==> src/design/fsos_pkg.sv <==
// Shared constants, types and codes of the first and last occurrence search unit.
`default_nettype none

package fsos_pkg;

    // Table geometry.
    localparam int DEPTH      = 128;
    localparam int DATA_WIDTH = 32;
    localparam int IDX_W      = $clog2(DEPTH);
    localparam int CNT_W      = $clog2(DEPTH + 1);

    // Register file of the configuration port.
    localparam int ACTIVE_W = 8;
    localparam int APB_AW   = 3;
    localparam int APB_DW   = 32;
    localparam logic [APB_AW-3:0] REG_ACTIVE_COUNT = 1'b0;

    // Stream payload widths.
    localparam int IN_DATA_W  = 40;
    localparam int OUT_DATA_W = 24;

    typedef enum logic {
        CMD_WRITE  = 1'b0,
        CMD_SEARCH = 1'b1
    } t_cmd;

    typedef enum logic [1:0] {
        ST_IDLE,
        ST_PROBE,
        ST_DONE
    } t_state;

    // Request from the stream side to the search sequencer.
    typedef struct packed {
        logic                  start;
        logic [DATA_WIDTH-1:0] key;
        logic [CNT_W-1:0]      count;
    } t_seq_start;

    // Finished search, held until the output register takes it.
    typedef struct packed {
        logic             valid;
        logic             found;
        logic [IDX_W-1:0] first;
        logic [IDX_W-1:0] last;
    } t_seq_result;

endpackage

`default_nettype wire

==> src/design/fsos_ram.sv <==
// Generic single-port RAM with a registered read.
`default_nettype none

module fsos_ram #(
    parameter int WIDTH = 32,
    parameter int DEPTH = 128
) (
    input  wire logic                     i_clk,
    input  wire logic                     i_we,
    input  wire logic [$clog2(DEPTH)-1:0] i_addr,
    input  wire logic [WIDTH-1:0]         i_wdata,
    output logic      [WIDTH-1:0]         o_rdata
);

    logic [WIDTH-1:0] r_mem [DEPTH];

    always_ff @(posedge i_clk) begin
        if (i_we) begin
            r_mem[i_addr] <= i_wdata;
        end
        o_rdata <= r_mem[i_addr];
    end

endmodule

`default_nettype wire

==> src/design/fsos_seq.sv <==
// Binary search sequencer: one table probe per cycle, up to two passes per key, the second only after a hit.
`default_nettype none

module fsos_seq import fsos_pkg::*; (
    input  wire logic                  i_clk,
    input  wire logic                  i_rst_n,
    input  wire t_seq_start            i_start,
    input  wire logic                  i_out_free,
    input  wire logic [DATA_WIDTH-1:0] i_rd_data,
    output logic      [IDX_W-1:0]      o_rd_addr,
    output logic                       o_idle,
    output t_seq_result                o_result
);

    t_state           r_state, n_state;
    logic             r_pass;
    logic [CNT_W-1:0] r_lo, r_hp;
    logic [IDX_W-1:0] r_mid;
    logic [DATA_WIDTH-1:0] r_key;
    logic [CNT_W-1:0] r_count;
    logic             r_hit_valid;
    logic [IDX_W-1:0] r_hit;
    logic [IDX_W-1:0] r_first;
    logic [IDX_W-1:0] r_last;
    logic             r_found;

    logic             eq, lt, go_right, more, hit_now;
    logic [CNT_W-1:0] n_lo, n_hp;
    logic [IDX_W-1:0] hit_idx;

    // Midpoint of the half-open window [lo, hp); hp is one past the upper bound.
    function automatic logic [IDX_W-1:0] mid_of(input logic [CNT_W-1:0] lo,
                                                 input logic [CNT_W-1:0] hp);
        logic [CNT_W-1:0] span;
        logic [CNT_W-1:0] sum;
        span = hp - lo - CNT_W'(1);
        sum  = lo + (span >> 1);
        return sum[IDX_W-1:0];
    endfunction

    // Compare the entry read last cycle and narrow the window.
    always_comb begin
        eq       = (i_rd_data == r_key);
        lt       = ($signed(i_rd_data) < $signed(r_key));
        go_right = lt || (eq && r_pass);
        n_lo     = go_right ? (CNT_W'(r_mid) + CNT_W'(1)) : r_lo;
        n_hp     = go_right ? r_hp : CNT_W'(r_mid);
        more     = (n_lo < n_hp);
        hit_now  = eq || r_hit_valid;
        hit_idx  = eq ? r_mid : r_hit;
    end

    // Next state.
    always_comb begin
        n_state = r_state;
        unique case (r_state)
            ST_IDLE: begin
                if (i_start.start) begin
                    n_state = (i_start.count == '0) ? ST_DONE : ST_PROBE;
                end
            end
            ST_PROBE: begin
                if (!more && (r_pass || !hit_now)) begin
                    n_state = ST_DONE;
                end
            end
            ST_DONE: begin
                if (i_out_free) begin
                    n_state = ST_IDLE;
                end
            end
            default: n_state = ST_IDLE;
        endcase
    end

    // Outputs.
    always_comb begin
        o_idle         = 1'b0;
        o_rd_addr      = mid_of('0, r_count);
        o_result.valid = 1'b0;
        o_result.found = r_found;
        o_result.first = r_found ? r_first : '0;
        o_result.last  = r_found ? r_last : '0;
        unique case (r_state)
            ST_IDLE: begin
                o_idle    = 1'b1;
                o_rd_addr = mid_of('0, i_start.count);
            end
            ST_PROBE: begin
                if (more) begin
                    o_rd_addr = mid_of(n_lo, n_hp);
                end
            end
            ST_DONE: begin
                o_result.valid = 1'b1;
            end
            default: o_idle = 1'b0;
        endcase
    end

    always_ff @(posedge i_clk) begin
        if (!i_rst_n) begin
            r_state     <= ST_IDLE;
            r_pass      <= 1'b0;
            r_hit_valid <= 1'b0;
            r_found     <= 1'b0;
        end else begin
            r_state <= n_state;
            unique case (r_state)
                ST_IDLE: begin
                    if (i_start.start) begin
                        r_key       <= i_start.key;
                        r_count     <= i_start.count;
                        r_lo        <= '0;
                        r_hp        <= i_start.count;
                        r_mid       <= mid_of('0, i_start.count);
                        r_pass      <= 1'b0;
                        r_hit_valid <= 1'b0;
                        r_found     <= 1'b0;
                    end
                end
                ST_PROBE: begin
                    if (more) begin
                        r_lo        <= n_lo;
                        r_hp        <= n_hp;
                        r_mid       <= mid_of(n_lo, n_hp);
                        r_hit_valid <= hit_now;
                        r_hit       <= hit_idx;
                    end else if (!r_pass && hit_now) begin
                        // Lowest match known; restart over the whole range for the highest.
                        r_first     <= hit_idx;
                        r_pass      <= 1'b1;
                        r_lo        <= '0;
                        r_hp        <= r_count;
                        r_mid       <= mid_of('0, r_count);
                        r_hit_valid <= 1'b0;
                    end else begin
                        r_found <= r_pass && hit_now;
                        r_last  <= hit_idx;
                    end
                end
                ST_DONE: begin
                    r_pass <= 1'b0;
                end
                default: r_pass <= 1'b0;
            endcase
        end
    end

endmodule

`default_nettype wire

==> src/design/first_last_occurrence_search_unit.sv <==
// Top level of the first and last occurrence search unit over a sorted table.
//
//  Channel   Direction  Handshake                 Payload
//  s_axis    in         tvalid / tready           tuser: command; tdata: index, value
//  m_axis    out        tvalid / tready           tdata: found, first, last, count
//  APB       in         psel, penable, pready     register 0: active_count
//
// A write transfer stores one table entry. A search transfer starts the sequencer, which
// probes the table for each of the two binary searches (at most
// ceil(log2(active_count + 1)) probes each, eight for 128 entries) and then hands off the
// result; the table has a single registered read port. The second
// search is skipped on a miss. s_axis_tready is low while a search runs or its result waits
// for the output register. Reset clears active_count and control state, not the table.
`default_nettype none

module first_last_occurrence_search_unit import fsos_pkg::*; (
    input  wire logic                  i_clk,
    input  wire logic                  i_rst_n,

    input  wire logic                  s_axis_tvalid,
    output logic                       s_axis_tready,
    // [6:0] element_index, [38:7] data_value, [39] zero
    input  wire logic [IN_DATA_W-1:0]  s_axis_tdata,
    // [0] command
    input  wire logic [0:0]            s_axis_tuser,

    output logic                       m_axis_tvalid,
    input  wire logic                  m_axis_tready,
    // [0] found, [7:1] first_index, [14:8] last_index, [22:15] match_count, [23] zero
    output logic      [OUT_DATA_W-1:0] m_axis_tdata,

    input  wire logic                  psel,
    input  wire logic                  penable,
    input  wire logic                  pwrite,
    input  wire logic [APB_AW-1:0]     paddr,
    input  wire logic [APB_DW-1:0]     pwdata,
    output logic      [APB_DW-1:0]     prdata,
    output logic                       pready
);

    logic [ACTIVE_W-1:0]   r_active_count;
    logic                  r_out_valid;
    logic [OUT_DATA_W-1:0] r_out_data;

    logic                  in_accept;
    logic                  reg_sel;
    logic                  ram_we;
    logic [IDX_W-1:0]      ram_addr;
    logic [DATA_WIDTH-1:0] ram_rdata;
    logic [IDX_W-1:0]      seq_addr;
    logic                  seq_idle;
    logic                  out_free;
    logic [CNT_W-1:0]      used_count;
    logic [CNT_W-1:0]      match_count;
    t_seq_start            seq_start;
    t_seq_result           seq_result;

    // Configuration port: one register, written in the access phase.
    assign pready  = 1'b1;
    assign reg_sel = (paddr[APB_AW-1:2] == REG_ACTIVE_COUNT);
    assign prdata  = reg_sel ? APB_DW'(r_active_count) : '0;

    always_ff @(posedge i_clk) begin
        if (!i_rst_n) begin
            r_active_count <= '0;
        end else if (psel && penable && pwrite && pready && reg_sel) begin
            r_active_count <= pwdata[ACTIVE_W-1:0];
        end
    end

    // A count beyond the table depth covers the whole table.
    assign used_count = (CNT_W'(DEPTH) < r_active_count) ? CNT_W'(DEPTH)
                                                         : r_active_count[CNT_W-1:0];

    // Input side: writes go straight to the table, searches start the sequencer.
    assign s_axis_tready = seq_idle;
    assign in_accept     = s_axis_tvalid && s_axis_tready;
    assign ram_we        = in_accept && (t_cmd'(s_axis_tuser[0]) == CMD_WRITE);

    assign seq_start.start = in_accept && (t_cmd'(s_axis_tuser[0]) == CMD_SEARCH);
    assign seq_start.key   = s_axis_tdata[IDX_W +: DATA_WIDTH];
    assign seq_start.count = used_count;

    assign ram_addr = ram_we ? s_axis_tdata[IDX_W-1:0] : seq_addr;

    fsos_ram #(
        .WIDTH (DATA_WIDTH),
        .DEPTH (DEPTH)
    ) u_table (
        .i_clk   (i_clk),
        .i_we    (ram_we),
        .i_addr  (ram_addr),
        .i_wdata (s_axis_tdata[IDX_W +: DATA_WIDTH]),
        .o_rdata (ram_rdata)
    );

    fsos_seq u_seq (
        .i_clk      (i_clk),
        .i_rst_n    (i_rst_n),
        .i_start    (seq_start),
        .i_out_free (out_free),
        .i_rd_data  (ram_rdata),
        .o_rd_addr  (seq_addr),
        .o_idle     (seq_idle),
        .o_result   (seq_result)
    );

    // Output register. The count wraps like the indices when an unsorted
    // table puts the highest match below the lowest.
    assign out_free    = !r_out_valid || m_axis_tready;
    assign match_count = seq_result.found
                       ? (CNT_W'(seq_result.last) - CNT_W'(seq_result.first) + CNT_W'(1))
                       : '0;

    always_ff @(posedge i_clk) begin
        if (!i_rst_n) begin
            r_out_valid <= 1'b0;
        end else if (seq_result.valid && out_free) begin
            r_out_valid <= 1'b1;
        end else if (m_axis_tready) begin
            r_out_valid <= 1'b0;
        end
    end

    always_ff @(posedge i_clk) begin
        if (seq_result.valid && out_free) begin
            r_out_data <= OUT_DATA_W'({match_count, seq_result.last,
                                       seq_result.first, seq_result.found});
        end
    end

    assign m_axis_tvalid = r_out_valid;
    assign m_axis_tdata  = r_out_data;

endmodule

`default_nettype wire

==> config.mk <==
export PLATFORM = sky130hd
export DESIGN_NAME = first_last_occurrence_search_unit
export DESIGN_NICKNAME = d
export VERILOG_FILES = /design/src/design/fsos_pkg.sv /design/src/design/fsos_ram.sv /design/src/design/fsos_seq.sv /design/src/design/first_last_occurrence_search_unit.sv
export SDC_FILE = /design/constraint.sdc
export NUM_CORES = 2
export LEC_CHECK = 0
export BUFFER_PORTS_ARGS = -buffer_cell sky130_fd_sc_hd__buf_2
export CORE_MARGIN = 3
export CORE_UTILIZATION = 39
export DETAILED_ROUTE_END_ITERATION = 8
export GPL_ROUTABILITY_DRIVEN = 0
export PLACE_DENSITY = 0.57
export SLEW_MARGIN = 5
export SYNTH_ARGS = -nofsm -noshare
export SYNTH_HDL_FRONTEND = slang
export SYNTH_SLANG_ARGS = --single-unit
==> constraint.sdc <==
create_clock -name i_clk -period 14.7 [get_ports i_clk]
set_input_delay 1.47 -clock i_clk [delete_from_list [all_inputs] [get_ports i_clk]]
set_output_delay 1.47 -clock i_clk [all_outputs]
set_load 0.005 [all_outputs]
==> impl_metrics.yaml <==
synthesis:
  synth.distinct_cells: 86
  synth_area_leaders: "edfxtp_1, nand2_1, mux2i_1"
  synth-main-ff-cell: "edfxtp_1"
  synth_warnings: 0
  synth_top_cell_by_area: "edfxtp_1"
  synthCells: 10700
  synth-seq-cells: 4249
  syn_area_sq_mm: 0.166
  yosys-top-cells-count: "edfxtp_1, nand2_1, a21oi_1"
  ys_seq_area_frac: 0.764
  synth_most_common_cell: "edfxtp_1"
  synth.top_cell.area_share: 0.758
  ys_async_sr_fraction: 0
  syn_area_per_cell_sq_um: 15.5
  synth_edf_count: 4203
critical_path:
  rr_startpoint: "u_seq.r_key[31]"
  cp.arrival_ps: 12230
  path_max_fanout: 63
  critPathRequiredTime_ps: 15490
  cp-end-kind: "register"
  critPathKind: "reg -> reg"
  crit_path_start: "u_seq.r_key[31]"
  startpoint_type: "register"
placement:
  post-place-ws_ps: 3760
  io_buffers: 88
  place_inst: 16100
  dpl_cell_area_sq_mm: 0.175
  dp_hpwl_um: 277000
clocking:
  clock_latency_ps: 1000
  cts_root_buf: "clkbuf_16"
  clock_sink_count: 4249
  cts_resized: 0
  cts.path.max_buffers: 4
  postCtsSetupBuffers: 0
  htreeDepth: 5
  holdBufCountCts: 0
  cts_buffers: 426
  cts.clk_slew.worst_paths_ps: 60
  cts_tree: "built"
route:
  drt_iter0_drc: 13200
  routedWlPerCell_um: 30.3
  routed_wl_um: 514000
  viasPerCell: 5.92
  wl_met1_um: 202000
  vias: 100000
  met2_length_um: 238000
  drc: 0
  ant_nets: 0
  wl_met3_um: 50300
  top_layer_used: "met5"
  dr.pass1.iters: 6
sta:
  fin_worst_skew_ps: 59.0
  finalHoldViolations: 0
  timing.final.crit_share: 0.779
  setup_viol: 0
  finalSetupTns_ps: 0
  slew_viol_final: 0
  fin_ws_ps: 3260
  hold_ws_ps: 502
  max_freq_mhz: 87.4
  period_minus_slack_ps: 11440
  worst_slew_pin_slew_ps: 1400
  relSlewSlack: 0.0536
  rsz0062_at_grt: "no"
floorplan:
  die_area_sq_mm: 0.435
  die_y_um: 659
  start_util: 0.392
  boundaryPins: 142
  chipWidth_um: 659
  rows: 239
  coreArea_sq_mm: 0.424
power_and_ir_drop:
  finalPower_mw: 34.0
  powerDensity_mw_per_mm2: 180
  peakVddDrop_v: 0.000323
  leakage_nw: 60.9
hold_path:
  worstHoldPathType: "reg -> reg"
  min_from: "r_active_count[0]"
finish:
  final_cells: 16900
  syn2layout_area_growth_pct: 13.4
  drive_gt1_frac: 0.136
  finalCoreUtilization: 0.445
  fin_nets: 11000
  finalInstanceArea_sq_mm: 0.189
global_routing:
  grt_pass1_vias: 97300
  overflow: 0
  grt_max_degree: 134
  grt_pass1_wl_um: 721000
  track_usage: 0.229
  grt_antenna_before_repair: 37
run_status:
  status: "completed"
job:
  maxCapViolations: 0
sequential cells by signal (all words and copies together) (netlist names):
register and count:
u_seq.r_count 8, u_seq.r_lo 8, u_seq.r_first 7, u_seq.r_mid 7, r_active_count 8, u_seq.r_hp 8
u_seq.r_hit 7, m_axis_tvalid 1, u_table.r_mem 4096, u_seq.r_pass 1, u_seq.r_found 1, u_seq.r_last 7
m_axis_tdata 23, u_seq.r_key 32, u_seq.r_hit_valid 1, u_table.o_rdata 32, u_seq.r_state 2
metal layers:
| metal | vias to the layer above | global-route usage |
|---|---|---|
| li1 | 42300 | - |
| met1 | 51800 | 0.306 |
| met3 | 940 | 0.0480 |
| met5 | - | 0 |
| met2 | 5257 | 0.366 |
| met4 | 10 | 0.0935 |
layout by cell type (no fill, tap or decap), types with 64 or more instances in the layout:
cell / Yosys / layout
nand2_1: 1453 / 1442
clkbuf_16: 0 / 437
a21oi_1: 658 / 657
clkinv_2: 0 / 91
a22oi_1: 172 / 172
o21ai_0: 363 / 350
clkbuf_1: 340 / 86
mux2i_1: 471 / 471
a221oi_1: 410 / 410
nand3_1: 378 / 376
and3_1: 64 / 64
nor3_2: 2 / 81
buf_4: 81 / 328
edfxtp_1: 4203 / 4203
o22ai_1: 213 / 213
inv_1: 72 / 72
clkinv_1: 0 / 93
a211oi_1: 119 / 119
mux2_2: 209 / 209
nor2_1: 353 / 292
ha_1: 66 / 66
worst max-delay path, stage by stage, from the launching register on:
cell and delay, ps:
edfxtp_1 320, inv_1 40, ha_1 650, nand4_1 320, nor4_2 340, buf_4 250
o211a_1 450, or3_1 350, or2_0 430, nand2_1 450, a21oi_1 370, ha_1 360
a21o_1 200, a21o_1 230, a2111oi_0 940, nand4_1 240, o311a_1 360, and3_1 220
o21ai_4 60, buf_4 410, a211o_4 630, buf_4 610, buf_4 710, mux4_2 600
o221ai_1 210, a21oi_1 90, o21ai_0 1000, o2111ai_1 230
cells by family (layout without fill, tap and decap cells):
| family | after synthesis | in the layout | share of synthesized area |
|---|---|---|---|
| XOR/XNOR | 31 | 31 | 0.00163 |
| multiplexers | 735 | 735 | 0.0499 |
| buffers and inverters | 815 | 1308 | 0.0225 |
| adder cells (fa/ha/maj) | 69 | 69 | 0.00532 |
| other | 2 | 46 | 0.0000451 |
| AND/OR/NAND/NOR | 2520 | 2520 | 0.0641 |
| AO/OA/AOI/OAI | 2306 | 2306 | 0.0929 |
| flip-flops | 4249 | 4249 | 0.764 |
worst paths after layout:
path / depth (start not counted) / slack (ps) / endpoint
worst max-delay path: 27 / 3260 / u_table.o_rdata[19]
worst min-delay path: 2 / 500 / r_active_count[0]
worst max register to register: 27 / 3260 / u_table.o_rdata[19]
worst min register to register: 2 / 500 / r_active_count[0]
layout make-up:
class,instances,area [sq um]
timing repair buffer,445,3730
sequential,4249,127000
antenna,20,50.0
clock buffer,528,11300
fill,36700,235000
clock inverter,263,2540
multi-input combinational,5687,36700
tap,5663,7090
inverter,72,270
power breakdown:
| part | switching [mW] | total [mW] | internal (mW) |
|---|---|---|---|
| combinational | 7.09 | 9.68 | 2.59 |
| sequential | 0.0391 | 13.5 | 13.5 |
| clock | 4.60 | 10.8 | 6.22 |
Power figures use the tool's default switching activity.
